===== src/lsvc_pkg.sv =====
// Types and constants shared by the level-set volume conserver.
// No dependencies; every other file imports this package.
package lsvc_pkg;

	localparam int FRACTION_BITS = 13;
	localparam int UNIT_ONE      = 1 << FRACTION_BITS;
	localparam int SHIFT_LIMIT   = (3 * UNIT_ONE) / 100;
	localparam int PHI_LIMIT     = 2 * UNIT_ONE;

	localparam int PHI_W   = 16;
	localparam int WIDE_W  = PHI_W + 2;
	localparam int FRAC_W  = FRACTION_BITS + 1;
	localparam int VOL_W   = 32;
	localparam int SHIFT_W = 9;

	localparam int DIV_STEPS = FRACTION_BITS - 1;
	localparam int QUO_SAT   = 8;
	localparam int SAT_SH    = DIV_STEPS - QUO_SAT;
	localparam int CNT_W     = $clog2(DIV_STEPS + 1);

	localparam logic [1:0] MODE_MEASURE = 2'd0;
	localparam logic [1:0] MODE_APPLY   = 2'd1;
	localparam logic [1:0] MODE_CLEAR   = 2'd2;

	typedef enum logic [1:0] {
		ST_RUN,
		ST_DIV,
		ST_DONE
	} state_t;

	typedef struct packed {
		logic acc;
		logic close;
		logic take_target;
		logic report_now;
		logic apply;
		logic div_init;
		logic div_step;
		logic report_div;
		logic clear;
	} cmd_t;

	typedef struct packed {
		logic target_valid;
		logic target_zero;
	} stat_t;

endpackage


===== src/lsvc_stream_if.sv =====
// Sample and result channels of the level-set volume conserver.
// Depends on lsvc_pkg for field widths.
interface lsvc_sample_if;
	import lsvc_pkg::*;
	logic                    valid;
	logic                    ready;
	logic [1:0]              mode;
	logic signed [PHI_W-1:0] phi_in;
	logic                    last_sample;

	modport source(output valid, mode, phi_in, last_sample, input ready);
	modport sink(input valid, mode, phi_in, last_sample, output ready);
endinterface

interface lsvc_result_if;
	import lsvc_pkg::*;
	logic                      valid;
	logic                      ready;
	logic signed [PHI_W-1:0]   phi_out;
	logic [VOL_W-1:0]          volume;
	logic signed [SHIFT_W-1:0] shift_value;
	logic                      is_volume_report;

	modport source(output valid, phi_out, volume, shift_value, is_volume_report, input ready);
	modport sink(input valid, phi_out, volume, shift_value, is_volume_report, output ready);
endinterface


===== src/lsvc_ctrl.sv =====
// Controller of the volume conserver: handshakes, pass end and shift division sequencing.
// Depends on lsvc_pkg.
module lsvc_ctrl (
	input  logic          clk,
	input  logic          arst_n,
	input  logic          in_valid,
	input  logic [1:0]    in_mode,
	input  logic          in_last,
	output logic          in_ready,
	input  logic          out_ready,
	output logic          out_valid,
	input  lsvc_pkg::stat_t stat,
	output lsvc_pkg::cmd_t  cmd
);
	import lsvc_pkg::*;

	state_t             state_q;
	state_t             state_nx;
	logic [CNT_W-1:0]   cnt_q;
	logic               out_vld_q;
	logic               out_free;
	logic               fire;
	logic               measure_end;
	logic               load_out;

	assign out_free    = !out_vld_q || out_ready;
	assign in_ready    = (state_q == ST_RUN) && out_free;
	assign fire        = in_valid && in_ready;
	assign measure_end = fire && (in_mode == MODE_MEASURE) && in_last;
	assign out_valid   = out_vld_q;
	assign load_out    = cmd.apply || cmd.report_now || cmd.report_div;

	always_comb begin
		state_nx = state_q;
		case (state_q)
			ST_RUN: begin
				if (measure_end && stat.target_valid && !stat.target_zero)
					state_nx = ST_DIV;
			end
			ST_DIV: begin
				if (cnt_q == CNT_W'(DIV_STEPS))
					state_nx = ST_DONE;
			end
			ST_DONE: begin
				if (out_free)
					state_nx = ST_RUN;
			end
			default: state_nx = ST_RUN;
		endcase
	end

	always_comb begin
		cmd = '0;
		case (state_q)
			ST_RUN: begin
				cmd.acc         = fire && (in_mode == MODE_MEASURE);
				cmd.close       = measure_end;
				cmd.take_target = measure_end && !stat.target_valid;
				cmd.report_now  = measure_end && (!stat.target_valid || stat.target_zero);
				cmd.apply       = fire && (in_mode == MODE_APPLY);
				cmd.clear       = fire && (in_mode == MODE_CLEAR);
			end
			ST_DIV: begin
				cmd.div_init = (cnt_q == '0);
				cmd.div_step = (cnt_q != '0);
			end
			ST_DONE: begin
				cmd.report_div = out_free;
			end
			default: cmd = '0;
		endcase
	end

	always_ff @(posedge clk or negedge arst_n) begin
		if (!arst_n) begin
			state_q   <= ST_RUN;
			cnt_q     <= '0;
			out_vld_q <= 1'b0;
		end else begin
			state_q <= state_nx;
			if (state_q == ST_DIV)
				cnt_q <= cnt_q + 1'b1;
			else
				cnt_q <= '0;
			if (load_out)
				out_vld_q <= 1'b1;
			else if (out_ready)
				out_vld_q <= 1'b0;
		end
	end

endmodule


===== src/lsvc_datapath.sv =====
// Datapath of the volume conserver: volume sum, target, shift divider and result register.
// Depends on lsvc_pkg; driven by commands from lsvc_ctrl.
module lsvc_datapath (
	input  logic                              clk,
	input  logic                              arst_n,
	input  lsvc_pkg::cmd_t                    cmd,
	output lsvc_pkg::stat_t                   stat,
	input  logic signed [lsvc_pkg::PHI_W-1:0] phi_in,
	output logic signed [lsvc_pkg::PHI_W-1:0] phi_out,
	output logic [lsvc_pkg::VOL_W-1:0]        volume,
	output logic signed [lsvc_pkg::SHIFT_W-1:0] shift_value,
	output logic                              is_volume_report
);
	import lsvc_pkg::*;

	localparam logic signed [WIDE_W-1:0] ONE_W = WIDE_W'(UNIT_ONE);
	localparam logic signed [WIDE_W-1:0] LIM_W = WIDE_W'(PHI_LIMIT);

	logic [VOL_W-1:0]          sum_q;
	logic [VOL_W-1:0]          target_q;
	logic                      tvalid_q;
	logic signed [SHIFT_W-1:0] shift_q;
	logic [VOL_W-1:0]          vol_q;
	logic                      neg_q;
	logic                      sat_q;
	logic [VOL_W-1:0]          rem_q;
	logic [DIV_STEPS-1:0]      quo_q;

	logic signed [WIDE_W-1:0]  phi_w;
	logic signed [WIDE_W-1:0]  frac_d;
	logic [FRAC_W-1:0]         frac;
	logic [VOL_W:0]            sum_wide;
	logic [VOL_W-1:0]          sum_nx;
	logic signed [WIDE_W-1:0]  app_d;
	logic signed [PHI_W-1:0]   app_phi;
	logic [VOL_W-1:0]          dmag;
	logic [VOL_W:0]            rem2;
	logic                      lim;
	logic [SHIFT_W-1:0]        mag;
	logic signed [SHIFT_W-1:0] div_shift;

	assign phi_w  = {{(WIDE_W-PHI_W){phi_in[PHI_W-1]}}, phi_in};
	assign frac_d = ONE_W - phi_w;

	always_comb begin
		if (frac_d < 0)
			frac = '0;
		else if (frac_d > LIM_W)
			frac = FRAC_W'(UNIT_ONE);
		else
			frac = frac_d[FRAC_W:1];
	end

	assign sum_wide = {1'b0, sum_q} + (VOL_W+1)'(frac);
	assign sum_nx   = sum_wide[VOL_W] ? '1 : sum_wide[VOL_W-1:0];

	assign app_d = phi_w - WIDE_W'(shift_q);

	always_comb begin
		if (shift_q == '0)
			app_phi = phi_in;
		else if (app_d > LIM_W)
			app_phi = PHI_W'(PHI_LIMIT);
		else if (app_d < -LIM_W)
			app_phi = PHI_W'(-PHI_LIMIT);
		else
			app_phi = app_d[PHI_W-1:0];
	end

	assign dmag = (target_q < vol_q) ? (vol_q - target_q) : (target_q - vol_q);
	assign rem2 = {rem_q, 1'b0};

	assign lim       = sat_q || (quo_q > DIV_STEPS'(SHIFT_LIMIT));
	assign mag       = lim ? SHIFT_W'(SHIFT_LIMIT) : quo_q[SHIFT_W-1:0];
	assign div_shift = neg_q ? -signed'(mag) : signed'(mag);

	assign stat.target_valid = tvalid_q;
	assign stat.target_zero  = (target_q == '0);

	always_ff @(posedge clk or negedge arst_n) begin
		if (!arst_n) begin
			sum_q    <= '0;
			target_q <= '0;
			tvalid_q <= 1'b0;
			shift_q  <= '0;
		end else begin
			if (cmd.clear) begin
				sum_q    <= '0;
				target_q <= '0;
				tvalid_q <= 1'b0;
				shift_q  <= '0;
			end else begin
				if (cmd.acc)
					sum_q <= cmd.close ? '0 : sum_nx;
				if (cmd.take_target) begin
					target_q <= sum_nx;
					tvalid_q <= 1'b1;
				end
				if (cmd.report_now)
					shift_q <= '0;
				else if (cmd.report_div)
					shift_q <= div_shift;
			end
		end
	end

	always_ff @(posedge clk) begin
		if (cmd.close)
			vol_q <= sum_nx;
		if (cmd.div_init) begin
			neg_q <= target_q < vol_q;
			sat_q <= {dmag, SAT_SH'(0)} >= {SAT_SH'(0), target_q};
			rem_q <= dmag;
			quo_q <= '0;
		end else if (cmd.div_step) begin
			if (rem2 >= {1'b0, target_q}) begin
				rem_q <= VOL_W'(rem2 - {1'b0, target_q});
				quo_q <= {quo_q[DIV_STEPS-2:0], 1'b1};
			end else begin
				rem_q <= rem2[VOL_W-1:0];
				quo_q <= {quo_q[DIV_STEPS-2:0], 1'b0};
			end
		end
		if (cmd.apply) begin
			phi_out          <= app_phi;
			volume           <= '0;
			shift_value      <= shift_q;
			is_volume_report <= 1'b0;
		end else if (cmd.report_now) begin
			phi_out          <= '0;
			volume           <= sum_nx;
			shift_value      <= '0;
			is_volume_report <= 1'b1;
		end else if (cmd.report_div) begin
			phi_out          <= '0;
			volume           <= vol_q;
			shift_value      <= div_shift;
			is_volume_report <= 1'b1;
		end
	end

endmodule


===== src/level_set_volume_conserver.sv =====
// Level-set volume conserver: measure and apply passes over a Q2.13 distance field.
// Measure and apply samples: one per cycle while the output is free; an apply result is
// registered in the next cycle. A closing measure sample with a stored nonzero target
// runs the 12-step shift divider and holds the input until the divider report is loaded.
// arst_n clears the sum, target, target flag, level shift and the output valid.
// Depends on lsvc_pkg, lsvc_stream_if, lsvc_ctrl and lsvc_datapath.
module level_set_volume_conserver (
	input  logic          clk,
	input  logic          arst_n,
	lsvc_sample_if.sink   sample,
	lsvc_result_if.source result
);
	import lsvc_pkg::*;

	cmd_t  cmd;
	stat_t stat;

	lsvc_ctrl u_ctrl (
		.clk      (clk),
		.arst_n   (arst_n),
		.in_valid (sample.valid),
		.in_mode  (sample.mode),
		.in_last  (sample.last_sample),
		.in_ready (sample.ready),
		.out_ready(result.ready),
		.out_valid(result.valid),
		.stat     (stat),
		.cmd      (cmd)
	);

	lsvc_datapath u_datapath (
		.clk             (clk),
		.arst_n          (arst_n),
		.cmd             (cmd),
		.stat            (stat),
		.phi_in          (sample.phi_in),
		.phi_out         (result.phi_out),
		.volume          (result.volume),
		.shift_value     (result.shift_value),
		.is_volume_report(result.is_volume_report)
	);

endmodule

===== src/flat_wrapper.sv =====
// flat-port wrapper written by rule: the top's interface ports become plain ports
module level_set_volume_conserver_flat import lsvc_pkg::*;
  (clk, arst_n, sample_valid, sample_mode, sample_phi_in, sample_last_sample, sample_ready, result_valid, result_phi_out, result_volume, result_shift_value, result_is_volume_report, result_ready);
  lsvc_sample_if sample_i ();
  lsvc_result_if result_i ();
  input  logic clk;
  input  logic arst_n;
  input wire logic [$bits(sample_i.valid)-1:0] sample_valid;
  input wire logic [$bits(sample_i.mode)-1:0] sample_mode;
  input wire logic [$bits(sample_i.phi_in)-1:0] sample_phi_in;
  input wire logic [$bits(sample_i.last_sample)-1:0] sample_last_sample;
  output wire logic [$bits(sample_i.ready)-1:0] sample_ready;
  output wire logic [$bits(result_i.valid)-1:0] result_valid;
  output wire logic [$bits(result_i.phi_out)-1:0] result_phi_out;
  output wire logic [$bits(result_i.volume)-1:0] result_volume;
  output wire logic [$bits(result_i.shift_value)-1:0] result_shift_value;
  output wire logic [$bits(result_i.is_volume_report)-1:0] result_is_volume_report;
  input wire logic [$bits(result_i.ready)-1:0] result_ready;
  assign sample_i.valid = sample_valid;
  assign sample_i.mode = sample_mode;
  assign sample_i.phi_in = sample_phi_in;
  assign sample_i.last_sample = sample_last_sample;
  assign sample_ready = sample_i.ready;
  assign result_valid = result_i.valid;
  assign result_phi_out = result_i.phi_out;
  assign result_volume = result_i.volume;
  assign result_shift_value = result_i.shift_value;
  assign result_is_volume_report = result_i.is_volume_report;
  assign result_i.ready = result_ready;
  level_set_volume_conserver u_core (.clk(clk), .arst_n(arst_n), .sample(sample_i), .result(result_i));
endmodule

===== config.mk =====
export PLATFORM = sky130hd
export DESIGN_NAME = level_set_volume_conserver_flat
export DESIGN_NICKNAME = d
export VERILOG_FILES = /design/src/lsvc_pkg.sv /design/src/lsvc_stream_if.sv /design/src/lsvc_ctrl.sv /design/src/lsvc_datapath.sv /design/src/level_set_volume_conserver.sv /design/src/flat_wrapper.sv
export SDC_FILE = /design/constraint.sdc
export NUM_CORES = 1
export LEC_CHECK = 0
export BUFFER_PORTS_ARGS = -buffer_cell sky130_fd_sc_hd__clkbuf_2
export CAP_MARGIN = 10
export CORE_UTILIZATION = 45
export CTS_BUF_LIST = sky130_fd_sc_hd__clkbuf_4 sky130_fd_sc_hd__clkbuf_8 sky130_fd_sc_hd__clkbuf_16
export DETAILED_ROUTE_END_ITERATION = 7
export GPL_TIMING_DRIVEN = 0
export PLACE_DENSITY = 0.67
export SETUP_SLACK_MARGIN = 0.3
export SYNTH_ARGS = -nofsm -noshare
export SYNTH_HDL_FRONTEND = slang
export SYNTH_SLANG_ARGS = --single-unit

===== constraint.sdc =====
create_clock -name clk -period 14.2 [get_ports clk]
set_input_delay 0.71 -clock clk [delete_from_list [all_inputs] [get_ports clk]]
set_output_delay 0.71 -clock clk [all_outputs]
set_load 0.02 [all_outputs]

# Word-level counts from Yosys, hierarchy flattened
# Cells that the tools add are included.
dict set report totals {
  regBits 217
  latch_bits 0
  mem_bits_rw 0
  romBits 0
  input_bits 23
  out_inout_bits 60
  elab_cells 114
  mem_count 0
}
dict set report op_classes {
  add_sub_neg 8
  mul 0
  div_mod_pow 0
  n_lt_le_gt_ge 8
  eq_ne 8
  n_shift 0
  n_mux 42
  bitwise 0
  reduce_logical 32
}
# operator count
set ops {}
lappend ops {{$mux W32} 12}
lappend ops {{$mux W16} 6}
lappend ops {{$sub A32 B32 Y32} 3}
lappend ops {{$mux W9} 6}
lappend ops {{$ge A36 B32 Y1} 1}
lappend ops {{$gt A17 B16 Y1 const B} 2}
lappend ops {{$add A32 B14 Y33} 1}
lappend ops {{$ge A33 B32 Y1} 1}
lappend ops {{$logic_not A32 Y1} 1}
lappend ops {{$lt A32 B32 Y1} 1}
lappend ops {{$mux W14} 2}
lappend ops {{$lt A17 B1 Y1 const B} 1}
lappend ops {{$lt A17 B15 Y1 const B} 1}
lappend ops {{$sub A15 B16 Y17 const A} 1}
lappend ops {{$sub A16 B9 Y17} 1}
lappend ops {{$gt A12 B8 Y1 const B} 1}
lappend ops {{$logic_and A1 B1 Y1} 10}
lappend ops {{$reduce_bool A2 Y1} 5}
lappend ops {{$logic_not A9 Y1} 1}
lappend ops {{$mux W1} 9}
lappend ops {{$neg A9 Y9} 1}
lappend ops {{$mux W2} 4}
lappend ops {{$pmux W2 S3} 1}
lappend ops {{$reduce_bool A3 Y1} 2}
lappend ops {{14 further kinds} 24}

# Longest topological paths before layout
dict set report logic_depth {
  word_depth 11
  ltp_mapped 25
  ltp_nobuf 24
}

# Modules after synthesis
# From an unflattened synthesis, not the netlist that was laid out.
dict set report hier_totals {
  cells_unflattened 2092
  area_unflattened_um2 17805.8
}
# mod n_inst cells_per_inst area_per_inst_um2 seq_area_each_um2
set by_module_without_submodules {}
lappend by_module_without_submodules {lsvc_datapath 1 2041 17334.1 5485.3}
lappend by_module_without_submodules {lsvc_ctrl 1 51 471.7 175.2}

# Worst setup path after synthesis
# Ideal clock, no wire load.
dict set report synth_path {
  path_kind {in2reg}
  from {in sample_phi_in[0]}
  to {reg u_core.u_datapath.vol_q[20], data pin}
  setup_ns 0.264
  arrival_time_ns 5.469
  required_ns 13.936
  slack_ns 8.468
  path_stages 25
  path_buffers 2
  path_cell_list {inv_1 ha_1 nand2b_1 or4_1 or2_1 nor4_4 nand2_1 o21ai_2 mux2i_1 a21boi_1 a31oi_1 buf_4 nor2_1 fa_1 a21o_1 a21oi_1 o21bai_1 a21oi_1 o2111ai_1 a31o_2 a21oi_2 buf_2 nor3_1 nor3_1 inv_1}
}
dict set report synth_between {
  elab_chain_len 6
}
# element line
set synth_lines {}
lappend synth_lines {{start, declared} flat_wrapper.sv:10} ;# input wire logic [$bits(sample_i.phi_in)-1:0] sample_phi_in;
lappend synth_lines {{$sub A15 B16 Y17 (*)} lsvc_datapath.sv:43} ;# assign frac_d = ONE_W - phi_w;
lappend synth_lines {{$gt A17 B16 Y1} lsvc_datapath.sv:48} ;# else if (frac_d > LIM_W)
lappend synth_lines {{$mux W14} lsvc_datapath.sv:48}
lappend synth_lines {{$mux W14 (*)} lsvc_datapath.sv:46} ;# if (frac_d < 0)
lappend synth_lines {{$add A32 B14 Y33 (*)} lsvc_datapath.sv:54} ;# assign sum_wide = {1'b0, sum_q} + (VOL_W+1)'(frac);
lappend synth_lines {{$mux W32 (*)} lsvc_datapath.sv:55} ;# assign sum_nx = sum_wide[VOL_W] ? '1 : sum_wide[VOL_W-1:0];
lappend synth_lines {{via u_core.u_datapath.sum_nx[20]} lsvc_datapath.sv:33} ;# logic [VOL_W-1:0] sum_nx;
lappend synth_lines {{end signal, assigned} lsvc_datapath.sv:109} ;# vol_q <= sum_nx;
lappend synth_lines {{end, declared} lsvc_datapath.sv:23} ;# logic [VOL_W-1:0] vol_q;
# The timed path passes the listed nets; every way through them passes the cells marked *.
# A chain may end at the register's enable or synchronous reset.

# Final worst setup path
dict set report layout_path {
  from {in sample_phi_in[1]}
  to {reg u_core.u_datapath.vol_q[2], data pin}
}
# The elaborated chain is that of the path after synthesis.

==> impl_metrics.toml <==
[clock_tree]
clk_pin_slew_ns = 0.06
cts_resized = 0
cts_setup_buffers = 0
cts_hold_buf = 0
h-tree-depth = 1
cts_root_buffer = "clkbuf_16"
numCtsBuffers = 24
clk_path_buf_depth = 3
clk_latency_ns = 0.55
cts_tree = "built"
clkSinkCount = 217

[setup_path]
critPathTopFamily = "compound AO/OA/AOI/OAI gates"
r2r_setup_slack_ns = 8.42
crit_fanout = 10
cp-end-kind = "flop"
cp-start-kind = "primary input"
reg2reg_from = "u_core.u_datapath.target_q[0]$_DFFE_PN0P_"
cp_num_buf_inv = 5
crit_slowest_cell = "or4_1"
cp.arrival_ns = 6.79
reg2reg_depth = 24
timing.rr.end = "u_core.u_datapath.sat_q$_DFFE_PP_"
slowest_delay_ns = 0.44
path_class = "primary input to flop"
required_ns = 14.46

[floorplanning]
ios = 83
dieArea_um2 = 38800
die_w_um = 197
rows = 71
initial_core_util_pct = 45.5
fp.dieH_um = 197
core_um2 = 37600

[routing]
drt-pass1-iter-count = 5
viasPerCell = 5.92
ant_nets = 0
drc = 0
drt_iter0_markers = 1285
routedWlPerCell_um = 19.8
num_vias = 15700
wl_um = 52400

[grt]
grtUsageTotal_pct = 27.0
grt_pass1_vias = 15000
grt_pass1_wl_um = 82600
grt.overflow.total = 0
grt_max_degree = 62
antenna_found_initial = 0

[layout]
postLayoutCoreUtil_pct = 50.8
insertedDiodeCount = 0
nets = 2310
fill_cells = 3531
final_common_cell = "nand2_1"
layout_common_cells = "nand2_1 (181), a21oi_1 (162), nor2_1 (162), ha_1 (158), o21ai_0 (155)"
area_growth_pct = 11.6
drive_above_1_share_pct = 9.62

[synthesis]
synthFlopType = "edfxtp_1"
synth_warnings = 0
synth_nets = 2199
yosys.cell_types.count = 100
ys_ff_latch = 217
ys_seq_area_share_pct = 33.1
syn-cell-area_um2 = 17100
synth_edf_count = 91
synthCells = 2013
synth_area_per_cell_um2 = 8.50
async_flop_share_pct = 37.3

[timing]
timing.slew.headroom_pct = 24.7
finalSetupViolations = 0
period_minus_slack_ns = 6.53
finalClockSkew_ns = 0.0265
slew_violations = 0
fin_crit_sh_pct = 46.0
rsz0062_at_grt = "no"
fmax_ghz = 0.153
finalHoldViolCount = 0
tightestPinTransition_ns = 1.13
timing.setup.tns_ns = 0

[placed_design]
dp_hpwl_um = 42000
place_congestion = 0.964
portBuffers = 82

[pwr]
p_leak_nw = 8.25
total_power_mw = 3.22
peakVddDrop_v = 0.0000876
power_density_nw_per_um2 = 169

[job]
max_cap_viol_count = 0

[status]
outcome = "finished, final reports clean"

[min_path]
min_path_type = "primary input to asynchronous set/reset pin"
==> area by class of cell <==
cell class | count | area [um^2] | area share [%]
Multi-Input combinational cell | 1554 | 10500 | 54.8
Sequential cell | 217 | 5660 | 29.6
Clock buffer | 38 | 761 | 3.98
Tap cell | 511 | 639 | 3.35
Inverter | 152 | 573 | 3.00
Timing Repair Buffer | 85 | 495 | 2.59
Buffer | 90 | 419 | 2.19
Clock inverter | 6 | 88.8 | 0.465
==> stage by stage <==
step / cells / hold slack, ns / setup WS, ns / instance area (um^2)
finish: 2653 / 0.117 / 7.67 / 19100
detailed placement: 2609 / 0.470 / 7.23 / 18200
global route: 2653 / 0.126 / 7.27 / 19100
CTS: 2653 / 0.111 / 7.77 / 19100
floorplan: 2013 / 0.414 / 8.47 / 17100
global placement: 2606 / 0.467 / 6.00 / 18200
==> flip-flops by register name, indices dropped and copies added (netlist names), 2 cells and up <==
| name | flops |
|---|---|
| u_core.u_datapath.shift_value | 9 |
| u_core.u_ctrl.cnt_q | 4 |
| u_core.u_datapath.volume | 32 |
| u_core.u_datapath.sum_q | 32 |
| u_core.u_datapath.vol_q | 32 |
| u_core.u_datapath.rem_q | 32 |
| u_core.u_ctrl.state_q | 2 |
| u_core.u_datapath.quo_q | 12 |
| u_core.u_datapath.phi_out | 16 |
| u_core.u_datapath.shift_q | 9 |
| u_core.u_datapath.target_q | 32 |
==> metal layers <==
layer	vias to the layer above	routed length, um	GRT usage (%)
li1	7548	-	-
met1	7570	23800	37.5
met3	61	2990	1.93
met4	0	1280	7.55
met5	-	0	0
met2	516	24400	45.0
==> synth_stat cells (6+ instances only) <==
| cell type | n | area [um^2] |
|---|---|---|
| a211oi_1 | 22 | 165 |
| xor2_1 | 32 | 280 |
| ha_1 | 158 | 1980 |
| dfxtp_1 | 45 | 901 |
| nand2b_1 | 22 | 138 |
| o31ai_1 | 12 | 90.1 |
| and3_1 | 20 | 125 |
| a22oi_1 | 11 | 82.6 |
| and2_1 | 12 | 75.1 |
| o21bai_1 | 15 | 113 |
| nand3_1 | 78 | 390 |
| buf_2 | 17 | 85.1 |
| edfxtp_1 | 91 | 2730 |
| o31a_1 | 6 | 52.6 |
| a31oi_1 | 31 | 194 |
| a21oi_1 | 162 | 811 |
| nor2b_1 | 18 | 113 |
| o21ai_1 | 20 | 100 |
| a22o_1 | 27 | 236 |
| nand2_1 | 181 | 679 |
| o22ai_1 | 6 | 37.5 |
| o21a_1 | 17 | 128 |
| inv_1 | 149 | 559 |
| clkbuf_1 | 59 | 221 |
| nor3_1 | 32 | 160 |
| a21o_1 | 38 | 285 |
| mux2i_1 | 33 | 330 |
| xnor2_1 | 64 | 561 |
| or3_1 | 15 | 93.8 |
| nand4_1 | 26 | 163 |
| nor2_1 | 162 | 608 |
| o211ai_1 | 21 | 158 |
| dfrtp_1 | 81 | 2030 |
| o41ai_1 | 7 | 61.3 |
| o21ai_0 | 155 | 776 |
| nor4_1 | 19 | 119 |
| buf_4 | 6 | 45.0 |
| a311oi_1 | 12 | 105 |
| mux2_2 | 9 | 101 |
==> cells by family after synthesis <==
logic type	after synthesis	synth area share (%)
XOR/XNOR	97	5.01
multiplexers	44	2.68
adder cells (fa/ha/maj)	163	12.1
flip-flops	217	33.1
buffers and inverters	242	5.80
AND/OR/NAND/NOR	626	17.7
AO/OA/AOI/OAI	624	23.6
==> worst max path at each step <==
stage,start,to,slack (ns),depth (start not counted)
6_report,sample_phi_in[1],u_core.u_datapath.vol_q[2]$_DFFE_PP_,7.67,26
5_1_grt,sample_phi_in[1],u_core.u_datapath.vol_q[8]$_DFFE_PP_,7.27,26
4_1_cts,sample_phi_in[1],u_core.u_datapath.vol_q[2]$_DFFE_PP_,7.77,26
3_5_place_dp,sample_phi_in[1],u_core.u_datapath.vol_q[2]$_DFFE_PP_,7.23,26
3_3_place_gp,result_ready,u_core.u_datapath.phi_out[14]$_SDFFCE_PN0P_,6.00,12
2_1_floorplan,sample_phi_in[0],u_core.u_datapath.vol_q[20]$_DFFE_PP_,8.47,25
==> worst reg2reg max path: stages, from the launching register on <==
cell,delay [ns]
dfrtp_1,0.51
inv_1,0.15
ha_1,0.18
inv_1,0.06
fa_1,0.39
nand3_1,0.15
a21oi_4,0.09
o41ai_4,0.48
a2111oi_2,0.16
o32a_4,0.46
inv_4,0.10
buf_8,0.15
mux2_4,0.34
a221oi_2,0.32
xnor2_1,0.22
ha_1,0.31
nor2b_1,0.14
o21ai_0,0.16
nand2b_1,0.08
a21oi_1,0.14
o21ai_0,0.10
a21oi_1,0.15
o21ai_0,0.09
a21oi_1,0.18
nand4_1,0.31
==> power breakdown <==
group | internal (mW) | total [mW] | switching, mW | leakage, nW
logic | 0.639 | 1.62 | 0.981 | 5.51
clock network | 0.404 | 0.665 | 0.260 | 0.420
registers | 0.840 | 0.939 | 0.0984 | 2.32
total | 1.88 | 3.22 | 1.34 | 8.25
(Power assumes the default switching activity.)
